**src/ptcg_pkg.sv**
```systemverilog
`default_nettype none
package ptcg_pkg;

    // Message store geometry
    localparam int MAX_CHARS  = 58;
    localparam int PAGE_CHARS = 29;
    localparam int PRESET_LEN = 16;
    localparam int BUF_AW     = $clog2(MAX_CHARS);

    // Control characters
    localparam logic [7:0] CHAR_CLEAR  = 8'h61;   // 'a'
    localparam logic [7:0] CHAR_PRESET = 8'h2E;   // '.'

    // Drawing constants
    localparam logic [6:0] NONE7       = 7'h7F;   // minus one, nothing shown
    localparam logic [7:0] BLANK       = 8'hFF;
    localparam logic [5:0] SPACE_GLYPH = 6'd26;

    // Register reset values and addresses
    localparam logic [7:0] COLS_RST = 8'd174;
    localparam logic [7:0] REVS_RST = 8'd58;
    localparam logic       REG_COLS = 1'b0;
    localparam logic       REG_REVS = 1'b1;

    // Input kinds
    localparam logic FUNC_CHAR = 1'b0;
    localparam logic FUNC_TICK = 1'b1;

    // Font: letters A..Z, then space, then digits 0..9; bit low = LED lit
    localparam logic [7:0] FONT [37][6] = '{
        '{8'h40,8'h37,8'h37,8'h37,8'h40,8'hFF}, '{8'h49,8'h36,8'h36,8'h36,8'h00,8'hFF},
        '{8'h5D,8'h3E,8'h3E,8'h3E,8'h41,8'hFF}, '{8'h41,8'h3E,8'h3E,8'h3E,8'h00,8'hFF},
        '{8'h3E,8'h36,8'h36,8'h36,8'h00,8'hFF}, '{8'h3F,8'h37,8'h37,8'h37,8'h00,8'hFF},
        '{8'h59,8'h32,8'h32,8'h36,8'h41,8'hFF}, '{8'h00,8'h77,8'h77,8'h77,8'h00,8'hFF},
        '{8'h3E,8'h1C,8'h00,8'h1C,8'h3E,8'hFF}, '{8'h3F,8'h01,8'h3E,8'h3E,8'h7D,8'hFF},
        '{8'h3E,8'h5D,8'h6B,8'h77,8'h00,8'hFF}, '{8'h7E,8'h7E,8'h7E,8'h7E,8'h00,8'hFF},
        '{8'h00,8'h1F,8'h40,8'h1F,8'h00,8'hFF}, '{8'h00,8'h79,8'h73,8'h47,8'h00,8'hFF},
        '{8'h41,8'h3E,8'h3E,8'h3E,8'h41,8'hFF}, '{8'h4F,8'h37,8'h37,8'h37,8'h40,8'hFF},
        '{8'h7E,8'h41,8'h3E,8'h3E,8'h41,8'hFF}, '{8'h4E,8'h35,8'h33,8'h37,8'h40,8'hFF},
        '{8'h59,8'h36,8'h36,8'h36,8'h4D,8'hFF}, '{8'h3F,8'h3F,8'h00,8'h3F,8'h3F,8'hFF},
        '{8'h01,8'h7E,8'h7E,8'h7E,8'h01,8'hFF}, '{8'h03,8'h7D,8'h7E,8'h7D,8'h03,8'hFF},
        '{8'h01,8'h7E,8'h01,8'h7E,8'h01,8'hFF}, '{8'h1C,8'h6B,8'h77,8'h6B,8'h1C,8'hFF},
        '{8'h1F,8'h6F,8'h70,8'h6F,8'h1F,8'hFF}, '{8'h1C,8'h2E,8'h36,8'h3A,8'h1C,8'hFF},
        '{8'hFF,8'hFF,8'hFF,8'hFF,8'h00,8'h00}, '{8'h00,8'h3E,8'h00,8'hFF,8'h00,8'h00},
        '{8'hFF,8'h00,8'hFF,8'hFF,8'h00,8'h00}, '{8'h06,8'h36,8'h30,8'hFF,8'h00,8'h00},
        '{8'h00,8'h36,8'h36,8'hFF,8'h00,8'h00}, '{8'h00,8'h77,8'h07,8'hFF,8'h00,8'h00},
        '{8'h30,8'h36,8'h06,8'hFF,8'h00,8'h00}, '{8'h30,8'h36,8'h00,8'hFF,8'h00,8'h00},
        '{8'h00,8'h3F,8'h1F,8'hFF,8'h00,8'h00}, '{8'h00,8'h36,8'h00,8'hFF,8'h00,8'h00},
        '{8'h00,8'h36,8'h06,8'hFF,8'h00,8'h00}
    };

    // Preset message
    localparam logic [7:0] PRESET [PRESET_LEN] = '{
        8'h45, 8'h4C, 8'h45, 8'h43, 8'h54, 8'h52, 8'h4F, 8'h4E,
        8'h49, 8'h43, 8'h41, 8'h20, 8'h55, 8'h54, 8'h50, 8'h4C
    };

    // Register configuration
    typedef struct packed {
        logic [7:0] cols;
        logic [7:0] revs;
    } t_cfg;

    // Write request into the message store
    typedef struct packed {
        logic              append;
        logic              preset;
        logic [BUF_AW-1:0] addr;
        logic [7:0]        data;
    } t_buf_wr;

    // Page state after a turn start
    typedef struct packed {
        logic [8:0] rev;
        logic [6:0] hi;
        logic [6:0] lo;
    } t_page;

    // Map a character to its font row
    function automatic logic [5:0] glyph_of(input logic [7:0] ch);
        logic [7:0] t;
        t = 8'h00;
        if (ch >= 8'h41 && ch <= 8'h5A) begin
            t = ch - 8'h41;
            return t[5:0];
        end else if (ch >= 8'h30 && ch <= 8'h39) begin
            t = ch - 8'h30 + 8'd27;
            return t[5:0];
        end
        return SPACE_GLYPH;
    endfunction

    // Revolution count and page latch at the first column of a turn
    function automatic t_page start_page(input logic [8:0] rev, input logic [5:0] cnt,
                                         input logic [7:0] revs, input logic [6:0] hi,
                                         input logic [6:0] lo);
        t_page      p;
        logic [5:0] pg;
        p.rev = rev + 9'd1;
        p.hi  = hi;
        p.lo  = lo;
        pg    = (cnt > 6'(PAGE_CHARS)) ? 6'(PAGE_CHARS) : cnt;
        if (p.rev == 9'd1) begin
            p.hi = {1'b0, pg} - 7'd1;
            p.lo = NONE7;
        end else if (p.rev == {1'b0, revs} + 9'd1) begin
            p.hi = {1'b0, cnt} - 7'd1;
            p.lo = (cnt > 6'(PAGE_CHARS)) ? 7'(PAGE_CHARS - 1) : NONE7;
        end
        if (p.rev >= {revs, 1'b0}) begin
            p.rev = 9'd0;
        end
        return p;
    endfunction

endpackage
`default_nettype wire

```
**src/ptcg_ram.sv**
```systemverilog
`default_nettype none
module ptcg_ram #(
    parameter int WIDTH = 8,
    parameter int DEPTH = 58,
    localparam int AW = $clog2(DEPTH)
) (
    input  wire logic             i_clk,
    input  wire logic             i_we,
    input  wire logic [AW-1:0]    i_waddr,
    input  wire logic [WIDTH-1:0] i_wdata,
    input  wire logic [AW-1:0]    i_raddr,
    output logic      [WIDTH-1:0] o_rdata
);

    logic [WIDTH-1:0] mem [DEPTH];

    // One write port, registered read (old data on collision)
    always_ff @(posedge i_clk) begin
        if (i_we) begin
            mem[i_waddr] <= i_wdata;
        end
        o_rdata <= mem[i_raddr];
    end

endmodule
`default_nettype wire

```
**src/ptcg_msg_buf.sv**
```systemverilog
`default_nettype none
module ptcg_msg_buf (
    input  wire logic                    i_clk,
    input  wire logic                    i_rst_n,
    input  wire ptcg_pkg::t_buf_wr       i_wr,
    input  wire logic [ptcg_pkg::BUF_AW-1:0] i_rd_addr,
    output logic      [7:0]              o_rd_char
);
    import ptcg_pkg::*;

    logic [7:0]            ram_q;
    logic [BUF_AW-1:0]     r_rd_addr;
    logic                  r_fwd;
    logic                  n_fwd;
    logic [7:0]            r_fwd_data;
    logic [PRESET_LEN-1:0] r_ovl;
    logic [PRESET_LEN-1:0] n_ovl;
    logic                  ovl_hit;

    ptcg_ram #(.WIDTH(8), .DEPTH(MAX_CHARS)) u_ram (
        .i_clk   (i_clk),
        .i_we    (i_wr.append),
        .i_waddr (i_wr.addr),
        .i_wdata (i_wr.data),
        .i_raddr (i_rd_addr),
        .o_rdata (ram_q)
    );

    // Preset overlay: set by a preset load, cleared per entry by an append
    always_comb begin
        n_ovl = r_ovl;
        if (i_wr.preset) begin
            n_ovl = '1;
        end else if (i_wr.append && i_wr.addr < BUF_AW'(PRESET_LEN)) begin
            n_ovl[i_wr.addr[$clog2(PRESET_LEN)-1:0]] = 1'b0;
        end
    end

    // Same-entry write and read in one cycle: forward the write data
    assign n_fwd = i_wr.append && (i_wr.addr == i_rd_addr);

    always_ff @(posedge i_clk) begin
        if (!i_rst_n) begin
            r_ovl <= '0;
            r_fwd <= 1'b0;
        end else begin
            r_ovl <= n_ovl;
            r_fwd <= n_fwd;
        end
    end

    always_ff @(posedge i_clk) begin
        r_rd_addr  <= i_rd_addr;
        r_fwd_data <= i_wr.data;
    end

    // Read data select
    assign ovl_hit = (r_rd_addr < BUF_AW'(PRESET_LEN)) &&
                     r_ovl[r_rd_addr[$clog2(PRESET_LEN)-1:0]];

    always_comb begin
        if (ovl_hit) begin
            o_rd_char = PRESET[r_rd_addr[$clog2(PRESET_LEN)-1:0]];
        end else if (r_fwd) begin
            o_rd_char = r_fwd_data;
        end else begin
            o_rd_char = ram_q;
        end
    end

endmodule
`default_nettype wire

```
**src/ptcg_col_engine.sv**
```systemverilog
`default_nettype none
module ptcg_col_engine (
    input  wire logic                        i_clk,
    input  wire logic                        i_rst_n,
    input  wire ptcg_pkg::t_cfg              i_cfg,
    input  wire logic [7:0]                  i_revs_nxt,
    // input beats
    input  wire logic                        i_in_valid,
    output logic                             o_in_ready,
    input  wire logic                        i_in_func,
    input  wire logic [7:0]                  i_in_char,
    // result beats
    output logic                             o_out_valid,
    input  wire logic                        i_out_ready,
    output logic      [7:0]                  o_out_led,
    output logic                             o_out_last,
    output logic                             o_out_page,
    // message store
    output ptcg_pkg::t_buf_wr                o_wr,
    output logic      [ptcg_pkg::BUF_AW-1:0] o_rd_addr,
    input  wire logic [7:0]                  i_rd_char
);
    import ptcg_pkg::*;

    logic [5:0] r_cnt, n_cnt;
    logic [6:0] r_hi, n_hi;
    logic [6:0] r_lo, n_lo;
    logic [8:0] r_rev, n_rev;
    logic [7:0] r_col, n_col;
    logic [6:0] r_ptr, n_ptr;
    logic [2:0] r_cig, n_cig;
    logic       r_ovalid, n_ovalid;
    logic [7:0] r_led, n_led;
    logic       r_last, n_last;
    logic       r_page, n_page;

    logic       accept;
    logic       tick;
    logic       col0;
    t_page      sp;
    t_page      nsp;
    logic [6:0] e_hi, e_lo, e_ptr;
    logic [8:0] e_rev;
    logic [2:0] e_cig;
    logic       drawable;
    logic [5:0] g;
    logic [2:0] width;
    logic [2:0] c;
    logic [2:0] c1;
    logic       last;

    assign o_in_ready = !r_ovalid || i_out_ready;
    assign accept     = i_in_valid && o_in_ready;
    assign tick       = accept && (i_in_func == FUNC_TICK);

    // Effective page state for this beat (turn start applied at column zero)
    assign col0  = (r_col == 8'd0);
    assign sp    = start_page(r_rev, r_cnt, i_cfg.revs, r_hi, r_lo);
    assign e_rev = col0 ? sp.rev : r_rev;
    assign e_hi  = col0 ? sp.hi  : r_hi;
    assign e_lo  = col0 ? sp.lo  : r_lo;
    assign e_ptr = col0 ? sp.hi  : r_ptr;
    assign e_cig = col0 ? 3'd0   : r_cig;

    // Glyph decode of the character under the pointer
    assign drawable = ($signed(e_ptr) > $signed(e_lo)) && !e_ptr[6] &&
                      (e_ptr < 7'(MAX_CHARS));
    assign g     = glyph_of(i_rd_char);
    assign width = (g < SPACE_GLYPH) ? 3'd6 : 3'd4;
    assign c     = (e_cig >= width) ? 3'd0 : e_cig;
    assign c1    = c + 3'd1;
    assign last  = ({1'b0, r_col} + 9'd1) >= {1'b0, i_cfg.cols};

    // Next state for character and tick beats
    always_comb begin
        n_cnt    = r_cnt;
        n_hi     = r_hi;
        n_lo     = r_lo;
        n_rev    = r_rev;
        n_col    = r_col;
        n_ptr    = r_ptr;
        n_cig    = r_cig;
        n_ovalid = r_ovalid && !i_out_ready;
        n_led    = r_led;
        n_last   = r_last;
        n_page   = r_page;
        o_wr     = '{append: 1'b0, preset: 1'b0, addr: r_cnt[BUF_AW-1:0],
                     data: i_in_char};
        if (accept && i_in_func == FUNC_CHAR) begin
            if (i_in_char == CHAR_CLEAR) begin
                n_cnt = 6'd0;
            end else if (i_in_char == CHAR_PRESET) begin
                n_cnt     = 6'(PRESET_LEN);
                o_wr.preset = 1'b1;
            end else if (r_cnt < 6'(MAX_CHARS)) begin
                n_cnt     = r_cnt + 6'd1;
                o_wr.append = 1'b1;
            end
        end
        if (tick) begin
            n_rev = e_rev;
            n_hi  = e_hi;
            n_lo  = e_lo;
            n_ptr = e_ptr;
            n_cig = e_cig;
            n_led = BLANK;
            if (drawable) begin
                n_led = FONT[g][c];
                if (c1 >= width) begin
                    n_cig = 3'd0;
                    n_ptr = e_ptr - 7'd1;
                end else begin
                    n_cig = c1;
                end
            end
            n_col    = last ? 8'd0 : r_col + 8'd1;
            n_ovalid = 1'b1;
            n_last   = last;
            n_page   = (e_lo != NONE7);
        end
    end

    // Prefetch the character the next tick will draw
    assign nsp       = start_page(n_rev, n_cnt, i_revs_nxt, n_hi, n_lo);
    assign o_rd_addr = (n_col == 8'd0) ? nsp.hi[BUF_AW-1:0] : n_ptr[BUF_AW-1:0];

    always_ff @(posedge i_clk) begin
        if (!i_rst_n) begin
            r_cnt    <= 6'd0;
            r_hi     <= NONE7;
            r_lo     <= NONE7;
            r_rev    <= 9'd0;
            r_col    <= 8'd0;
            r_ptr    <= NONE7;
            r_cig    <= 3'd0;
            r_ovalid <= 1'b0;
        end else begin
            r_cnt    <= n_cnt;
            r_hi     <= n_hi;
            r_lo     <= n_lo;
            r_rev    <= n_rev;
            r_col    <= n_col;
            r_ptr    <= n_ptr;
            r_cig    <= n_cig;
            r_ovalid <= n_ovalid;
        end
    end

    // Output payload
    always_ff @(posedge i_clk) begin
        r_led  <= n_led;
        r_last <= n_last;
        r_page <= n_page;
    end

    assign o_out_valid = r_ovalid;
    assign o_out_led   = r_led;
    assign o_out_last  = r_last;
    assign o_out_page  = r_page;

endmodule
`default_nettype wire

```
**src/pov_text_column_generator_unit.sv**
```systemverilog
`default_nettype none
// Column generator for a rotating LED text display.
// A column tick beat shows its column on the master side in the cycle after it is taken.
// Throughput: one beat per cycle while the master side is not stalled; the message read is prefetched.
// Character beats give no result.
// Reset (synchronous, active low) empties the message and restores both registers.
module pov_text_column_generator_unit (
    input  wire logic        i_clk,
    input  wire logic        i_rst_n,
    // slave side
    input  wire logic        s_axis_tvalid,
    output logic             s_axis_tready,
    input  wire logic [7:0]  s_axis_tdata,   // [7:0] char_byte
    input  wire logic        s_axis_tuser,   // [0] func
    // master side
    output logic             m_axis_tvalid,
    input  wire logic        m_axis_tready,
    output logic      [7:0]  m_axis_tdata,   // [7:0] led_column
    output logic             m_axis_tlast,   // turn_end
    output logic             m_axis_tuser,   // [0] second_page
    // register port
    input  wire logic        psel,
    input  wire logic        penable,
    input  wire logic        pwrite,
    input  wire logic [2:0]  paddr,
    input  wire logic [31:0] pwdata,
    output logic      [31:0] prdata,
    output logic             pready
);
    import ptcg_pkg::*;

    t_cfg              r_cfg, n_cfg;
    logic              cfg_wr;
    t_buf_wr           wr;
    logic [BUF_AW-1:0] rd_addr;
    logic [7:0]        rd_char;

    // Register writes
    assign pready = 1'b1;
    assign cfg_wr = psel && penable && pwrite;

    always_comb begin
        n_cfg = r_cfg;
        if (cfg_wr) begin
            if (paddr[2] == REG_COLS) begin
                n_cfg.cols = pwdata[7:0];
            end else begin
                n_cfg.revs = pwdata[7:0];
            end
        end
    end

    always_ff @(posedge i_clk) begin
        if (!i_rst_n) begin
            r_cfg <= '{cols: COLS_RST, revs: REVS_RST};
        end else begin
            r_cfg <= n_cfg;
        end
    end

    // Register reads
    assign prdata = (paddr[2] == REG_REVS) ? {24'd0, r_cfg.revs} : {24'd0, r_cfg.cols};

    ptcg_msg_buf u_msg_buf (
        .i_clk     (i_clk),
        .i_rst_n   (i_rst_n),
        .i_wr      (wr),
        .i_rd_addr (rd_addr),
        .o_rd_char (rd_char)
    );

    ptcg_col_engine u_engine (
        .i_clk       (i_clk),
        .i_rst_n     (i_rst_n),
        .i_cfg       (r_cfg),
        .i_revs_nxt  (n_cfg.revs),
        .i_in_valid  (s_axis_tvalid),
        .o_in_ready  (s_axis_tready),
        .i_in_func   (s_axis_tuser),
        .i_in_char   (s_axis_tdata),
        .o_out_valid (m_axis_tvalid),
        .i_out_ready (m_axis_tready),
        .o_out_led   (m_axis_tdata),
        .o_out_last  (m_axis_tlast),
        .o_out_page  (m_axis_tuser),
        .o_wr        (wr),
        .o_rd_addr   (rd_addr),
        .i_rd_char   (rd_char)
    );

endmodule
`default_nettype wire
```
**config.mk**
```make
export PLATFORM = sky130hd
export DESIGN_NAME = pov_text_column_generator_unit
export DESIGN_NICKNAME = d
export VERILOG_FILES = /design/src/ptcg_pkg.sv /design/src/ptcg_ram.sv /design/src/ptcg_msg_buf.sv /design/src/ptcg_col_engine.sv /design/src/pov_text_column_generator_unit.sv
export SDC_FILE = /design/constraint.sdc
export NUM_CORES = 1
export LEC_CHECK = 0
export BUFFER_PORTS_ARGS = -buffer_cell sky130_fd_sc_hd__buf_2
export CELL_PAD_IN_SITES_DETAIL_PLACEMENT = 1
export CELL_PAD_IN_SITES_GLOBAL_PLACEMENT = 1
export CORE_ASPECT_RATIO = 1.5
export CORE_MARGIN = 4
export CORE_UTILIZATION = 46
export DETAILED_ROUTE_END_ITERATION = 10
export PLACE_DENSITY = 0.76
export SKIP_LAST_GASP = 1
export SLEW_MARGIN = 20
export SYNTH_ARGS = -nofsm -noshare
export SYNTH_HDL_FRONTEND = slang
export SYNTH_SLANG_ARGS = --single-unit
```
**constraint.sdc**
```tcl
create_clock -name i_clk -period 8.9 [get_ports i_clk]
set_input_delay 1.78 -clock i_clk [delete_from_list [all_inputs] [get_ports i_clk]]
set_output_delay 1.78 -clock i_clk [all_outputs]
set_load 0.02 [all_outputs]
```
Word-level counts from Yosys, hierarchy flattened
Memories as Yosys holds them, arrays and structs flattened. A register that Yosys moved wholly into a read port is not among the register bits.
Cells that the tools add are included.

storage, ports and cells
  memory bits (writable) = 464
  output and inout bits = 45
  bits in registers = 105
  memories = 3
  memory bits (read-only) = 3200
  word-level logic and storage cells = 158
  input bits = 51

memories
  memory               words  width  rd ports  clocked after Yosys merged registers in  wr ports  RTL line                RTL
  (name not given)     64     48     1         0                                        0         ptcg_col_engine.sv:108  n_led = FONT[g][c];
  u_msg_buf.u_ram.mem  58     8      1         1                                        1         ptcg_ram.sv:15          logic [WIDTH-1:0] mem [DEPTH];
  (name not given)     16     8      1         0                                        0         ptcg_msg_buf.sv:63      o_rd_char = PRESET[r_rd_addr[$clog2(PRESET_LEN)-1:0]];

cells by class
  muxes and demuxes = 62
  $add $sub $neg = 16
  eq/ne operators = 8
  bitwise gates (word level) = 7
  reduce and logical (&&, ||, !) cells = 22
  magnitude comparators = 22

operator list
  kind                                                         count
  2-to-1 mux 48 bit                                            2
  2-to-1 mux 8 bit                                             11
  2-to-1 mux 6 bit                                             11
  2-to-1 mux 7 bit                                             9
  2-to-1 mux 16 bit                                            2
  2-to-1 mux 14 bit                                            2
  adder 8 x 1 -> 9 bit (second input constant)                 3
  2-to-1 mux 9 bit                                             3
  2-to-1 mux 13 bit                                            2
  binary-select mux 8 bit (select 3 bit)                       1
  adder 9 x 1 -> 9 bit (second input constant)                 2
  == test 9 x 1 -> 1 bit (second input constant)               2
  == test 9 bit                                                2
  less-than comparator 6 x 5 -> 1 bit (second input constant)  3
  subtractor 6 x 1 -> 6 bit (second input constant)            3
  AND 16 bit                                                   1
  logical NOT 8 bit                                            2
  NOT 16 bit                                                   1
  logical AND 1 bit                                            14
  subtractor 6 x 1 -> 7 bit (second input constant)            2
  > comparator 6 x 5 -> 1 bit (second input constant)          2
  2-to-1 mux 3 bit                                             4
  less-than comparator 4 x 5 -> 1 bit (second input constant)  2
  2-to-1 mux 1 bit                                             10
  35 further kinds                                             41

Logic depth before layout (Yosys ltp)
  depth after elaboration = 22
  mapped depth = 45
  depth with buffers taken out = 36

Modules after synthesis
From an unflattened synthesis, not the netlist that was laid out.

unflattened totals
  cell total of the unflattened synthesis = 2227
  area total of the unflattened synthesis = 28426.0 µm²

modules (own cells, without submodules)
  module                          sequential area each (µm²)  cells an instance  times used  area each (µm²)
  ptcg_ram                        14093.5                     917                1           18362.6
  ptcg_col_engine                 1261.2                      1041               1           7449.6
  ptcg_msg_buf                    620.6                       158                1           1517.7
  pov_text_column_generator_unit  320.3                       111                1           1096.1

Least setup slack after synthesis
OpenSTA, ideal clock, no wires.

  path type = flip-flop to flip-flop
  start = register u_msg_buf.r_rd_addr[0]
  end = register u_msg_buf.u_ram.o_rdata[2], read port of u_msg_buf.u_ram.mem
  data required time = 8766 ps
  buffers on the path = 8
  setup time = 134 ps
  clock period less this slack = 8872 ps
  arrival = 8738 ps
  stages on the path, launching flop included = 42
  setup slack = 28 ps
  cells stage by stage = dfxtp_1 > buf_2 > mux4_2 > mux4_2 > nand2_2 > mux2_2 > ha_1 > a211oi_1 > o211ai_1 > o311a_1 > buf_2 > maj3_1 > xnor2_4 > or2_2 > buf_2 > buf_1 > a31oi_1 > ha_1 > (+6 left out) > inv_1 > ha_1 > inv_1 > o21ai_0 > nand2_1 > inv_1 > o211ai_1 > a311o_1 > or3_1 > a31oi_2 > a21o_1 > buf_6 > buf_6 > mux2i_1 > mux2i_1 > a22oi_1 > o21ai_1 > or4_1

between the ends
  word-level cells in the longest chain between the ends = 20
  elaborated cells between the ends (all ways) = 33
  those cells by class = add/sub: 4; order compare: 8; mux: 16; bitwise: 1; reduce/logical: 3; memory: 1

ends and longest elaborated chain
  item                                                       RTL line                        RTL
  start: declaration                                         ptcg_msg_buf.sv:12              logic [BUF_AW-1:0] r_rd_addr;
  start signal: assignment                                   ptcg_msg_buf.sv:53              r_rd_addr <= i_rd_addr;
  NOT 4 -> 5 bit (implied by the code)                       ptcg_msg_buf.sv:63
  memory (16 x 8 bit)                                        --
  2-to-1 mux 8 bit (implied by the code) (2 in series)       ptcg_msg_buf.sv:63
  2-to-1 mux 8 bit *                                         ptcg_msg_buf.sv:62              if (ovl_hit) begin
  subtractor 6 bit (tied with other cells)                   ptcg_pkg.sv:87                  t = ch - 8'h30 + 8'd27;
  adder 6 x 5 -> 6 bit or logical AND 1 bit (tied branches)  ptcg_pkg.sv:87, ptcg_pkg.sv:86
  2-to-1 mux 6 bit or 2-to-1 mux 1 bit (tied branches)       ptcg_pkg.sv:86                  end else if (ch >= 8'h30 && ch <= 8'h39) begin
  2-to-1 mux 6 bit or 2-to-1 mux 1 bit (tied branches)       ptcg_pkg.sv:83                  if (ch >= 8'h41 && ch <= 8'h5A) begin
  (+3 left out)                                              --
  >= comparator 3 bit                                        ptcg_col_engine.sv:70           assign c = (e_cig >= width) ? 3'd0 : e_cig;
  2-to-1 mux 3 bit                                           ptcg_col_engine.sv:70
  adder 3 x 1 -> 3 bit                                       ptcg_col_engine.sv:71           assign c1 = c + 3'd1;
  >= comparator 3 bit *                                      ptcg_col_engine.sv:109          if (c1 >= width) begin
  2-to-1 mux 7 bit *                                         ptcg_col_engine.sv:109
  2-to-1 mux 7 bit *                                         ptcg_col_engine.sv:107          if (drawable) begin
  2-to-1 mux 6 bit *                                         ptcg_col_engine.sv:100          if (tick) begin
  2-to-1 mux 6 bit *                                         ptcg_col_engine.sv:125          assign o_rd_addr = (n_col == 8'd0) ? nsp.hi[BUF_AW-1:0] : n_ptr[BUF_AW-1:0];
  end: declaration                                           ptcg_ram.sv:12                  output logic [WIDTH-1:0] o_rdata

Mark *: on every way between the ends. The rest lies on a longest branch, timed or not. The select of a mux whose other input is x is not followed.
A chain may end at the register's enable or synchronous reset.

Worst setup path after layout
  start = register u_msg_buf.r_rd_addr[0]
  end = register u_msg_buf.u_ram.o_rdata[5], read port of u_msg_buf.u_ram.mem

The elaborated chain is that of the path after synthesis.

==> results by stage <==
Outcome:
- The run finished with clean final reports.

Place:
- In this run, placement finished with an instance count of 3363.
- The routability congestion estimate from global placement is 0.906.
- Summing all placed instances gives a cell area of 0.0300 mm².
- The number of port buffers is 44.
- The placed wire-length estimate after detailed placement is 61.6 mm.

Floorplanning:
- Pin placement for this block handled 96 I/O pins.
- The count of standard-cell rows is 112.
- The area of the die is 0.0671 mm².
- The floorplan step set the die width to 213 µm.
- The area of the core region is 0.0622 mm².
- The vertical die dimension is 315 µm.
- The effective utilization at floorplan is 46.5%.

Routing:
- The antenna violation net count after detailed routing is 0.
- The pre-antenna-repair detailed-routing pass consisted of 5 iterations.
- The via density per instance is 6.21.
- After detailed routing, the average wire length per cell comes to 26.1 µm.
- After detailed routing, the total wire length is 90.2 mm.
- The DRC violations left is 0.
- The number of vias after detailed routing is 21500.
- The first routing iteration left 1708 violations.

Logic synthesis:
- In this run, synthesis produced a sequential element count of 577.
- The number of enable flip-flop cells after synthesis is 474.
- After synthesis, the most frequently instantiated cells are sky130_fd_sc_hd__edfxtp_1 (474), sky130_fd_sc_hd__nand2_1 (400), sky130_fd_sc_hd__mux2i_1 (185), sky130_fd_sc_hd__nor2_1 (166), sky130_fd_sc_hd__nand3_1 (129).
- The proportion of register bits with asynchronous set or reset after synthesis is 0%.
- In the synthesized netlist the dominant register cell turns out to be sky130_fd_sc_hd__edfxtp_1.
- After Yosys synthesis, and, or, nand and nor cells account for 14.8% of the synthesized area.
- The count of warnings emitted by yosys is 0.
- The cell area that synthesis handed to floorplanning was 0.0289 mm².
- The share of the Yosys chip area taken by registers is 56.3%.
- By instance count, the leading cell after synthesis is sky130_fd_sc_hd__edfxtp_1.
- By area, the combinational part of the netlist is dominated by simple AND/OR/NAND/NOR gates.
- The mean instance size in the synthesized netlist is 11.2 µm².
- Ranked by total cell area, the synthesized netlist is headed by sky130_fd_sc_hd__edfxtp_1 (49%), sky130_fd_sc_hd__dfxtp_1 (7.1%), sky130_fd_sc_hd__mux2i_1 (6.4%).
- The parity-gate share of the synthesized area counting xor and xnor cells is 2.05%.
- Of the post-synthesis cell area, the dominant cell type holds 49.2%.
- The multiplexer fraction of the synthesized cell area is 7.14%.
- The synthesized design spends more area on one cell type than any other, namely sky130_fd_sc_hd__edfxtp_1.
- The compound-cell area share of the yosys netlist is 12.5%.
- The post-synthesis cell count is 2594.
- Of the total synthesized cell area, the portion taken by full adders, half adders and majority gates is 2.53%.
- The synthesized netlist contains 108 unique library cells.

Final layout:
- Cells with a size suffix above 1 make up 10.9% of the layout.
- The layout overhead on the synthesized area is 10.1%.
- After filler insertion, the fill cell instance count of the layout stands at 6563.
- The post-layout net count is 2732.
- After routing the design area is 0.0319 mm².
- 0 antenna diodes ended up in the layout.
- Leaving out filler cells and counting taps, the final layout contains 3462.

Timing:
- The number of max-slew violations in the final report is 0.
- Setup repair after global routing left no endpoint under its margin.
- The fmax is 116 MHz.
- Setup violations remaining at the end of the flow were counted as 0.
- The final hold violation count came to 0.
- Between clock sinks in the finished design, the worst skew comes to 13.5 ps.
- The aggregate negative setup slack is 0 ps.
- The worst hold slack is 457 ps.
- The fraction of the cycle the final worst path needs is 96.7%.
- Measured against its own limit, the worst slew margin works out to 31.8%.
- The pin slew with the least headroom to its limit is 1020 ps.
- The minimum clock period after layout is 8610 ps.

Pwr:
- The clock network is responsible for 30.2% of the overall power.
- The portion of total power attributed to combinational logic is 31.6%.
- Summing internal, switching and leakage power gives 7.84 mW.
- The fraction of power spent switching nets is 34.2%.
- The power density over the cells is 246 mW/mm².
- The maximum vdd ir drop is 158 µV.
- The standby leakage power is 11.2 nW.
- The share of power burned in registers is 38.2%.
- For this design the total switching power over the nets is 2.68 mW.
- The design internal power is 5.16 mW.

CTS:
- Counting along the longest clock path gives a buffer depth of 3.
- The root buffer cell is sky130_fd_sc_hd__clkbuf_16.
- The worst-skew pair later-pin latency is 620 ps.
- The number of buffers inserted during clock tree synthesis is 54.
- The TritonCTS clock tree is done.
- The hold buffer count at CTS is 0.
- The H-tree was split into 2 levels.
- The clock net in this run drives a total of 577 sinks.
- Clock-pin slew was measured on the worst setup and hold paths at 60 ps.

Hold path:
- In this run the worst hold path is classified as flop to flop.

Setup path:
- The cell type of the slowest stage on the worst timing path is sky130_fd_sc_hd__or4_1.
- On the worst path, the slowest cell contributes a delay of 560 ps.
- The most frequent cell on the critical path is sky130_fd_sc_hd__inv_1.
- Along the worst path, the maximum fanout reaches 9.
- The worst setup path is of the flop to flop kind.
- The endpoint arrival time on the critical path is 9090 ps.
- The critical path launch point type is a flop.
- The required time reported for the critical path endpoint is 9380 ps.
- The worst setup path is captured at a flop.

Global routing:
- The first global-routing pass estimated 136 mm of wire.
- The initial antenna violation count came to 0.
- The number of global-route vias before repair came to 22900.
- The maximum number of pins on one net before global-route repair is 74.
- The global router's overall resource usage is 26.3%.
- The global route total overflow is 0.

Run:
- The max-cap check violation count is 0.
## layout make-up
cell class | count | area (µm²) | area share, %
flip-flops and latches | 577 | 16300 | 51.2
multi-input cells | 1783 | 11500 | 36.0
clock buffers | 70 | 1440 | 4.53
repair buffers | 128 | 1020 | 3.22
well taps | 798 | 998 | 3.13
clock inverters | 26 | 334 | 1.05
inverters | 80 | 304 | 0.955
## metal layers
layer	track usage [%]	vias to the layer above	wire [µm]	part of all wire (%)
li1	-	9688	-	-
met1	29.7	10900	33600	37
met2	48.7	701	47800	53
met3	2.89	240	3940	4.4
met4	12.8	0	4920	5.5
met5	0	-	0	0
## critical path, delay by kind of cell, from the launching register on
kind                     cells  cell delay, ps
buffers and inverters        6             480
AO/OA/AOI/OAI               11            2310
adder cells (fa/ha/maj)      5            1260
multiplexers                 2            1050
AND/OR/NAND/NOR             11            2790
flip-flops                   1             420
XOR/XNOR                     1             150
## metrics by stage
step / utilization [%] / setup WS (ps)
2_1_floorplan: - / 27.5
3_3_place_gp: 48.2 / 193
3_5_place_dp: 48.2 / -3.73
4_1_cts: 51.1 / 0.00711
5_1_grt: 51.2 / 2.13
6_report: 51.2 / 291
## cell usage in the layout, fill, tap and decap left out, drive strengths merged, types with 23 or more instances in the layout
cell type,n
nand3,131
a31oi,26
a211oi,23
mux2i,185
nor3,30
nor2,173
nand4,33
ha,57
inv,77
o21ai,110
dfxtp,103
o211ai,28
a32oi,49
clkbuf,71
buf,127
edfxtp,474
conb,25
xnor2,46
nand2,402
a21oi,112
## logic make-up after synthesis
logic type | after synthesis
simple gates | 912
flops | 577
other cells | 2
mux | 199
compound gates | 525
fa+ha+maj | 59
xor+xnor | 63
buf+inv | 257
## what timing repair did
item / CTS / global route
setup endpoints to repair: 2 / 8
pin swaps: 0 / 1
cloned: 0 / 1
buffers inserted: 0 / 2
resized for setup: 2 / 9
## worst paths after layout
| path | start | endpoint | slack (ps) | cells after the start |
|---|---|---|---|---|
| setup / recovery | u_msg_buf.r_rd_addr[0] | u_msg_buf.u_ram.o_rdata[5] | 290 | 36 |
| hold / removal | flop | flop | 460 | 1 |
| setup reg to reg | u_msg_buf.r_rd_addr[0] | u_msg_buf.u_ram.o_rdata[5] | 290 | 36 |
| hold reg to reg | flop | flop | 460 | 1 |
## power by group through the flow
stage | combinational (mW) | clock [mW] | sequential (mW)
after global routing | 2.65 | 2.52 | 3.00
final | 2.48 | 2.37 | 3.00
after global placement | 2.33 | 0 | 3.05
after detailed placement | 2.40 | 0 | 3.06
after floorplan | 1.64 | 0 | 3.04
after CTS | 2.42 | 2.41 | 3.00
## sequential cells by signal, indices dropped and copies added (netlist names), named ones only
register / flops
u_engine.r_rev: 9
u_engine.r_ptr: 7
u_msg_buf.r_rd_addr: 6
u_engine.o_out_page: 1
u_msg_buf.u_ram.mem: 464
u_engine.o_out_led: 8
u_msg_buf.r_fwd_data: 8
u_msg_buf.r_ovl: 16
r_cfg: 16
u_engine.r_col: 8
u_msg_buf.r_fwd: 1
u_engine.o_out_valid: 1
u_engine.r_cnt: 6
u_engine.r_hi: 7
u_msg_buf.u_ram.o_rdata: 8
u_engine.o_out_last: 1
u_engine.r_cig: 3
(Power assumes the default switching activity.)
